==> src/rtl/fr2p_pkg.sv <==
// shared types, constants and mask analysis for the float rgb pixel packer
`default_nettype none
package fr2p_pkg;

  localparam int unsigned ChanCount = 3;
  localparam int unsigned ValueWidth = 32;
  localparam int unsigned MaxWidth = 16;
  localparam int unsigned ShiftWidth = 5;
  localparam int unsigned PixelWidth = 24;
  localparam int unsigned ProdWidth = 40;
  localparam int unsigned RoundWidth = 41;
  localparam int unsigned IndexWidth = 2;

  localparam logic [IndexWidth-1:0] RegPixelMode = 2'd0;
  localparam logic [IndexWidth-1:0] RegRedMask   = 2'd1;
  localparam logic [IndexWidth-1:0] RegGreenMask = 2'd2;
  localparam logic [IndexWidth-1:0] RegBlueMask  = 2'd3;

  localparam logic [MaxWidth-1:0] RedMaskReset   = 16'hF800;
  localparam logic [MaxWidth-1:0] GreenMaskReset = 16'h07E0;
  localparam logic [MaxWidth-1:0] BlueMaskReset  = 16'h001F;
  localparam logic [MaxWidth-1:0] ByteMax        = 16'd255;

  typedef struct packed {
    logic [ShiftWidth-1:0] shift;
    logic [MaxWidth-1:0]   maxv;
  } chan_fmt_t;

  // lowest set bit gives the shift, the run of ones above it the maximum
  function automatic chan_fmt_t analyse_mask(input logic [MaxWidth-1:0] m);
    chan_fmt_t f;
    logic [MaxWidth-1:0] ms;
    logic [MaxWidth:0] inc;
    f.shift = '0;
    for (int i = MaxWidth - 1; i >= 0; i--) begin
      if (m[i]) f.shift = ShiftWidth'(i);
    end
    ms = m >> f.shift;
    inc = {1'b0, ms} + 17'd1;
    f.maxv = ms & ~inc[MaxWidth-1:0];
    return f;
  endfunction

endpackage
`default_nettype wire

==> src/rtl/fr2p_lane.sv <==
// one channel lane: float times maximum, single rounding, truncation and clamp
`default_nettype none
module fr2p_lane (
  input  wire logic                          clk,
  input  wire logic                          rst,
  input  wire logic                          in_valid,
  input  wire logic [fr2p_pkg::ValueWidth-1:0] value,
  input  wire logic [fr2p_pkg::MaxWidth-1:0]   maxv,
  output logic                               out_valid,
  output logic [fr2p_pkg::MaxWidth-1:0]        chan
);
  import fr2p_pkg::*;

  // stage 1: decode and product
  logic                  v1, kill1, sat1;
  logic [7:0]            rsh1;
  logic [MaxWidth-1:0]   max1;
  logic [ProdWidth-1:0]  prod1;
  logic [7:0]            expf;
  logic [22:0]           frac;
  logic [23:0]           mant;

  assign expf = value[30:23];
  assign frac = value[22:0];
  assign mant = (expf == 8'd0) ? {1'b0, frac} : {1'b1, frac};

  always_ff @(posedge clk) begin
    if (rst) begin
      v1 <= 1'b0;
    end else begin
      v1 <= in_valid;
    end
    kill1 <= value[31] || (expf == 8'hFF && frac != 23'd0);
    sat1  <= expf >= 8'd127;
    rsh1  <= (expf == 8'd0) ? 8'd149 : 8'd150 - expf;
    max1  <= maxv;
    prod1 <= ProdWidth'(mant) * ProdWidth'(maxv);
  end

  // stage 2: round the product to 24 significant bits, ties to even
  logic                   v2, kill2, sat2;
  logic [7:0]             rsh2;
  logic [MaxWidth-1:0]    max2;
  logic [RoundWidth-1:0]  rnd2;
  logic [5:0]             hb;
  logic [4:0]             d;
  logic [ProdWidth-1:0]   dmask, kept, stick;
  logic                   lsb, halfb, up;
  logic [RoundWidth-1:0]  rnd_next;

  always_comb begin
    hb = '0;
    for (int i = 0; i < ProdWidth; i++) begin
      if (prod1[i]) hb = 6'(i);
    end
    d = (hb >= 6'd24) ? 5'(hb - 6'd23) : 5'd0;
    dmask = (ProdWidth'(1) << d) - ProdWidth'(1);
    kept  = prod1 & ~dmask;
    stick = prod1 & (dmask >> 1);
    lsb   = prod1[d];
    halfb = (d != 5'd0) && prod1[d - 5'd1];
    up    = halfb && ((stick != '0) || lsb);
    rnd_next = {1'b0, kept} + (up ? (RoundWidth'(1) << d) : RoundWidth'(0));
  end

  always_ff @(posedge clk) begin
    if (rst) begin
      v2 <= 1'b0;
    end else begin
      v2 <= v1;
    end
    kill2 <= kill1;
    sat2  <= sat1;
    rsh2  <= rsh1;
    max2  <= max1;
    rnd2  <= rnd_next;
  end

  // stage 3: scale down, truncate toward zero, clamp
  logic [RoundWidth-1:0] shifted;
  logic [MaxWidth-1:0]   chan_next;

  always_comb begin
    shifted = (rsh2 >= 8'(RoundWidth)) ? '0 : (rnd2 >> rsh2);
    if (kill2) begin
      chan_next = '0;
    end else if (sat2 || shifted > RoundWidth'(max2)) begin
      chan_next = max2;
    end else begin
      chan_next = shifted[MaxWidth-1:0];
    end
  end

  always_ff @(posedge clk) begin
    if (rst) begin
      out_valid <= 1'b0;
    end else begin
      out_valid <= v2;
    end
    chan <= chan_next;
  end

endmodule
`default_nettype wire

==> src/rtl/fr2p_merge.sv <==
// merge stage: packs the three lane results into one pixel word
`default_nettype none
module fr2p_merge (
  input  wire logic                         clk,
  input  wire logic                         rst,
  input  wire logic                         in_valid,
  input  wire logic                         pixel_mode,
  input  wire logic [fr2p_pkg::MaxWidth-1:0]  chan [fr2p_pkg::ChanCount],
  input  wire fr2p_pkg::chan_fmt_t          fmt  [fr2p_pkg::ChanCount],
  output logic                              done,
  output logic [fr2p_pkg::PixelWidth-1:0]     packed_pixel
);
  import fr2p_pkg::*;

  logic [MaxWidth-1:0]   px16;
  logic [PixelWidth-1:0] pixel_next;

  always_comb begin
    px16 = '0;
    for (int i = 0; i < ChanCount; i++) begin
      px16 = px16 | (chan[i] << fmt[i].shift[3:0]);
    end
    if (pixel_mode) begin
      pixel_next = {chan[0][7:0], chan[1][7:0], chan[2][7:0]};
    end else begin
      pixel_next = {8'd0, px16};
    end
  end

  always_ff @(posedge clk) begin
    if (rst) begin
      done <= 1'b0;
    end else begin
      done <= in_valid;
    end
    packed_pixel <= pixel_next;
  end

endmodule
`default_nettype wire

==> src/rtl/float_rgb_to_packed_pixel_core.sv <==
// top level: float rgb to packed 16-bit or byte-packed display pixel
// path: a word accepted on start passes the lane stages and the merge stage, then appears on packed_pixel with done
// throughput: one word per clock, busy is always low; set by the three lane pipelines
// each lane is three stages (product, rounding, scaling) and the merge stage adds one
// reset: synchronous, clears the pipeline valids, mode 16-bit and masks to 5-6-5
// results cannot be held off, every result shows for exactly one cycle
`default_nettype none
module float_rgb_to_packed_pixel_core (
  input  wire logic                            clk,
  input  wire logic                            rst,
  input  wire logic                            start,
  output logic                                 busy,
  input  wire logic [fr2p_pkg::ValueWidth-1:0]   red_value,
  input  wire logic [fr2p_pkg::ValueWidth-1:0]   green_value,
  input  wire logic [fr2p_pkg::ValueWidth-1:0]   blue_value,
  input  wire logic                            wr_en,
  input  wire logic [fr2p_pkg::IndexWidth-1:0]   wr_index,
  input  wire logic [fr2p_pkg::MaxWidth-1:0]     wr_data,
  output logic                                 done,
  output logic [fr2p_pkg::PixelWidth-1:0]        packed_pixel
);
  import fr2p_pkg::*;

  // pipelined lanes never stall
  assign busy = 1'b0;

  // configuration: mask analysis happens on the write itself
  logic      pixel_mode;
  chan_fmt_t fmt [ChanCount];

  always_ff @(posedge clk) begin
    if (rst) begin
      pixel_mode <= 1'b0;
      fmt[0] <= analyse_mask(RedMaskReset);
      fmt[1] <= analyse_mask(GreenMaskReset);
      fmt[2] <= analyse_mask(BlueMaskReset);
    end else if (wr_en) begin
      case (wr_index)
        RegPixelMode: pixel_mode <= wr_data[0];
        RegRedMask:   fmt[0] <= analyse_mask(wr_data);
        RegGreenMask: fmt[1] <= analyse_mask(wr_data);
        RegBlueMask:  fmt[2] <= analyse_mask(wr_data);
        default:      pixel_mode <= pixel_mode;
      endcase
    end
  end

  // three channel lanes side by side
  logic [ValueWidth-1:0] values [ChanCount];
  logic [MaxWidth-1:0]   chan   [ChanCount];
  logic [ChanCount-1:0]  lane_valid;
  logic                  accept;

  assign accept = start && !busy;
  assign values[0] = red_value;
  assign values[1] = green_value;
  assign values[2] = blue_value;

  for (genvar g = 0; g < ChanCount; g++) begin : g_lane
    fr2p_lane u_lane (
      .clk       (clk),
      .rst       (rst),
      .in_valid  (accept),
      .value     (values[g]),
      .maxv      (pixel_mode ? ByteMax : fmt[g].maxv),
      .out_valid (lane_valid[g]),
      .chan      (chan[g])
    );
  end

  // merge stage packs the word
  fr2p_merge u_merge (
    .clk          (clk),
    .rst          (rst),
    .in_valid     (lane_valid[0]),
    .pixel_mode   (pixel_mode),
    .chan         (chan),
    .fmt          (fmt),
    .done         (done),
    .packed_pixel (packed_pixel)
  );

  // lanes run in lock step
  a_lanes_aligned: assert property (@(posedge clk) disable iff (rst)
    lane_valid == '0 || lane_valid == '1)
    else $error("lanes out of step");

  // every accepted word yields a result once it has passed the lanes and the merge stage
  a_latency: assert property (@(posedge clk) disable iff (rst)
    accept |=> ##3 done)
    else $error("result missing");

  // no result without a word accepted earlier that has passed the lanes and the merge stage
  a_no_spurious: assert property (@(posedge clk) disable iff (rst)
    done |-> $past(accept, 4))
    else $error("result without word");

endmodule
`default_nettype wire

==> config.mk <==
export PLATFORM = sky130hd
export DESIGN_NAME = float_rgb_to_packed_pixel_core
export DESIGN_NICKNAME = d
export VERILOG_FILES = /design/src/rtl/fr2p_pkg.sv /design/src/rtl/fr2p_lane.sv /design/src/rtl/fr2p_merge.sv /design/src/rtl/float_rgb_to_packed_pixel_core.sv
export SDC_FILE = /design/constraint.sdc
export NUM_CORES = 2
export LEC_CHECK = 0
export ABC_AREA = 1
export ABC_CLOCK_PERIOD_IN_PS = 25200
export BUFFER_PORTS_ARGS = -buffer_cell sky130_fd_sc_hd__buf_2
export CAP_MARGIN = 15
export CORE_ASPECT_RATIO = 0.7
export CORE_MARGIN = 4
export CORE_UTILIZATION = 43
export CTS_CLUSTER_SIZE = 20
export DETAILED_ROUTE_END_ITERATION = 8
export GPL_TIMING_DRIVEN = 0
export PLACE_DENSITY = 0.56
export SETUP_SLACK_MARGIN = 0.3
export SLEW_MARGIN = 10
export SYNTH_ARGS = -nofsm -noshare
export SYNTH_HDL_FRONTEND = slang
export SYNTH_SLANG_ARGS = --single-unit
==> constraint.sdc <==
create_clock -name clk -period 25.2 [get_ports clk]
set_clock_uncertainty 0.15 [all_clocks]
set_input_delay 1.26 -clock clk [delete_from_list [all_inputs] [get_ports clk]]
set_output_delay 1.26 -clock clk [all_outputs]
set_load 0.05 [all_outputs]
==> out/metrics.cfg <==
[sta]
fin_setup_tns_ns=0
post-route-min-period_ns=11.76
worst_pin_slew_ns=1.40
max_clock_freq_mhz=85.0
rsz0062_at_grt=false
min_period_over_period=0.467
hold_viol_final=0
hold_slack_ns=0.149
drv_slew=0
setup_viol=0
relSlewSlack=0.0634

[critical_path]
critPathArrivalTime_ns=12.18
r2r_slack_ns=13.44
critPathLaunch=g_lane[0].u_lane.prod1[3]
start_kind=flop
critPathBufInv=13
cpPeakStageDelay_ns=0.53
reg2reg_depth=91
r2r_end=g_lane[0].u_lane.rnd2[39]
critPathMostFrequentCell=nand2_1
timing.rr.start=g_lane[0].u_lane.prod1[3]
setup.worst_path.class=flop to flop
cp_max_fo=12
endpoint_kind=flop
cp_num_cells=91
worstPathRequired_ns=25.62
critPathTopFamily=simple AND/OR/NAND/NOR gates
cp_slowest_cell=dfxtp_1

[global_routing]
top_usage_layer=met1
grt_max_degree=17
track_usage=0.293
antenna_found_initial=23
gr-usage-met1=0.465
grt.overflow.total=0
grt_use_met2=0.396
grt_pass1_vias=63000
grt_first_pass_wirelength_mm=388
use_met3=0.0832

[synthesis]
synth_area_leaders=fa_1 26%, dfxtp_1 15%, nand2_1 12%
ys_seq_elements=536
synth-main-ff-cell=dfxtp_1
syn-mean-instance-area_um2=7.30
syn_inst=9659
synth_top_cell_by_area=fa_1
yosysTopAreaCellShare=0.262
synthDistinctLibCells=68
synth_area_um2=70500
async_flop_share=0
synth_edf_count=0
yosys_warnings=0
seq_area_frac_synth=0.152

[detailed_routing]
dr.pass1.iters=8
vias_per_cell=5.36
drtIter0Drc=5907
postRouteAntennaNets=0
dr_total_vias=65200
drcViolationCount=0
wire_per_inst_um=20.8
drt_wl_total_mm=253

[cts]
root_buffer=clkbuf_16
clkTransAtPathRegs_ns=0.07
ctsHoldBuffers=0
clock-sinks=536
cts_setup_buffers=0
clk_latency_ns=0.66
h-tree-depth=2
post_cts_resized=0
cts-buffers-inserted=55
tritoncts=built
cts.path.max_buffers=3

[placed_design]
gp_congestion=0.988
hpwl_mm=217
io_buffers=134

[floorplan]
die_h_um=347
num_rows=124
core_um2=163000
die_area_um2=171000
die_w_um=492
num_io_pins=144
start_util=0.432

[outcome]
outcome=completed

[hold_path]
whs_path_depth=0
hp-start=g_lane[0].u_lane.max1[10]
min_path_type=flop to flop
hold_path_end=g_lane[0].u_lane.max2[10]

[finish]
syn_to_final_growth_pct=7.88
finish.utilization=0.466
final_cell_mix=2171 x nand2_1, 1645 x inv_1, 921 x fa_1, 836 x nor2_1, 646 x o21ai_0
num-fill-cells=16900
final_common_cell=nand2_1
regArea_um2=10700
drive_gt1_frac=0.0444
fin_nets=11400
multiInputGateArea_um2=51900

[job]
cap_violations=0

-- cell usage after synthesis (all sizes together) (25+ instances only) --
cell and count:
a21oi 505, a31oi 46, buf 55, clkbuf 337, clkinv 36, dfxtp 536
fa 921, ha 504, inv 1666, mux2i 117, nand2 2201, nand3 490
nand4 65, nor2 928, nor3 50, o211ai 73, o21ai 658, o22ai 25
xnor2 83, xor2 170
-- through the flow --
step	setup WS, ns	cell area (um^2)	instances
after floorplan	16.42	70600	9687
after global placement	13.42	74000	12000
final	13.44	76100	12200
after detailed placement	13.64	74100	12000
after CTS	13.58	75900	12100
after global routing	12.08	76000	12200
-- routing by layer --
| layer | share of wire | vias to the layer above | routed length [um] |
|---|---|---|---|
| li1 | - | 30600 | - |
| met3 | 0.11 | 206 | 27500 |
| met2 | 0.38 | 2717 | 96300 |
| met5 | 0.00019 | - | 47 |
| met1 | 0.50 | 31600 | 125000 |
| met4 | 0.014 | 6 | 3490 |
-- sequential cells by signal, indices dropped and copies added (netlist names), 3 cells and up --
register and flops:
g_lane.u_lane.rsh2 24, g_lane.u_lane.chan 48, g_lane.u_lane.rnd2 123, fmt 60, g_lane.u_lane.max1 48, u_merge.packed_pixel 24
g_lane.u_lane.sat2 3, g_lane.u_lane.rsh1 24, g_lane.u_lane.sat1 3, g_lane.u_lane.max2 48, g_lane.u_lane.kill2 3, g_lane.u_lane.kill1 3
g_lane.u_lane.prod1 120
-- cells by family (layout without fill, tap and decap cells) --
family                     count (synthesis)  after routing  synth area share
and+or+nand+nor                         3800           3800             0.224
buffers and inverters                   2094           2333             0.113
AOI/OAI and AO/OA                       1433           1433             0.111
adders and majority gates               1425           1425             0.351
DFF                                      536            536             0.152
xor gates and xnor gates                 253            253            0.0314
muxes                                    117            117            0.0166
other                                      1             57         0.0000532
-- worst max path at each step --
stage	to	slack, ns
floorplan	g_lane[2].u_lane.rnd2[39]	16.42
global placement	g_lane[0].u_lane.rnd2[39]	13.42
detailed placement	g_lane[0].u_lane.rnd2[39]	13.64
CTS	g_lane[0].u_lane.rnd2[39]	13.58
global route	g_lane[0].u_lane.rnd2[39]	12.08
finish	g_lane[0].u_lane.rnd2[39]	13.44
-- layout make-up --
type	instances	share of cell area
timing repair buffer	139	0.00946
antenna	28	0.000921
tap	2205	0.0363
multi-input combinational	7057	0.683
sequential	536	0.141
clock buffer	70	0.0198
inverter	1702	0.0840
clock inverter	30	0.00507
buffer	392	0.0208
Power is left out: the tool's default activity adds up to more than one toggle a clock period on the data nets, which glitch-free logic cannot reach.
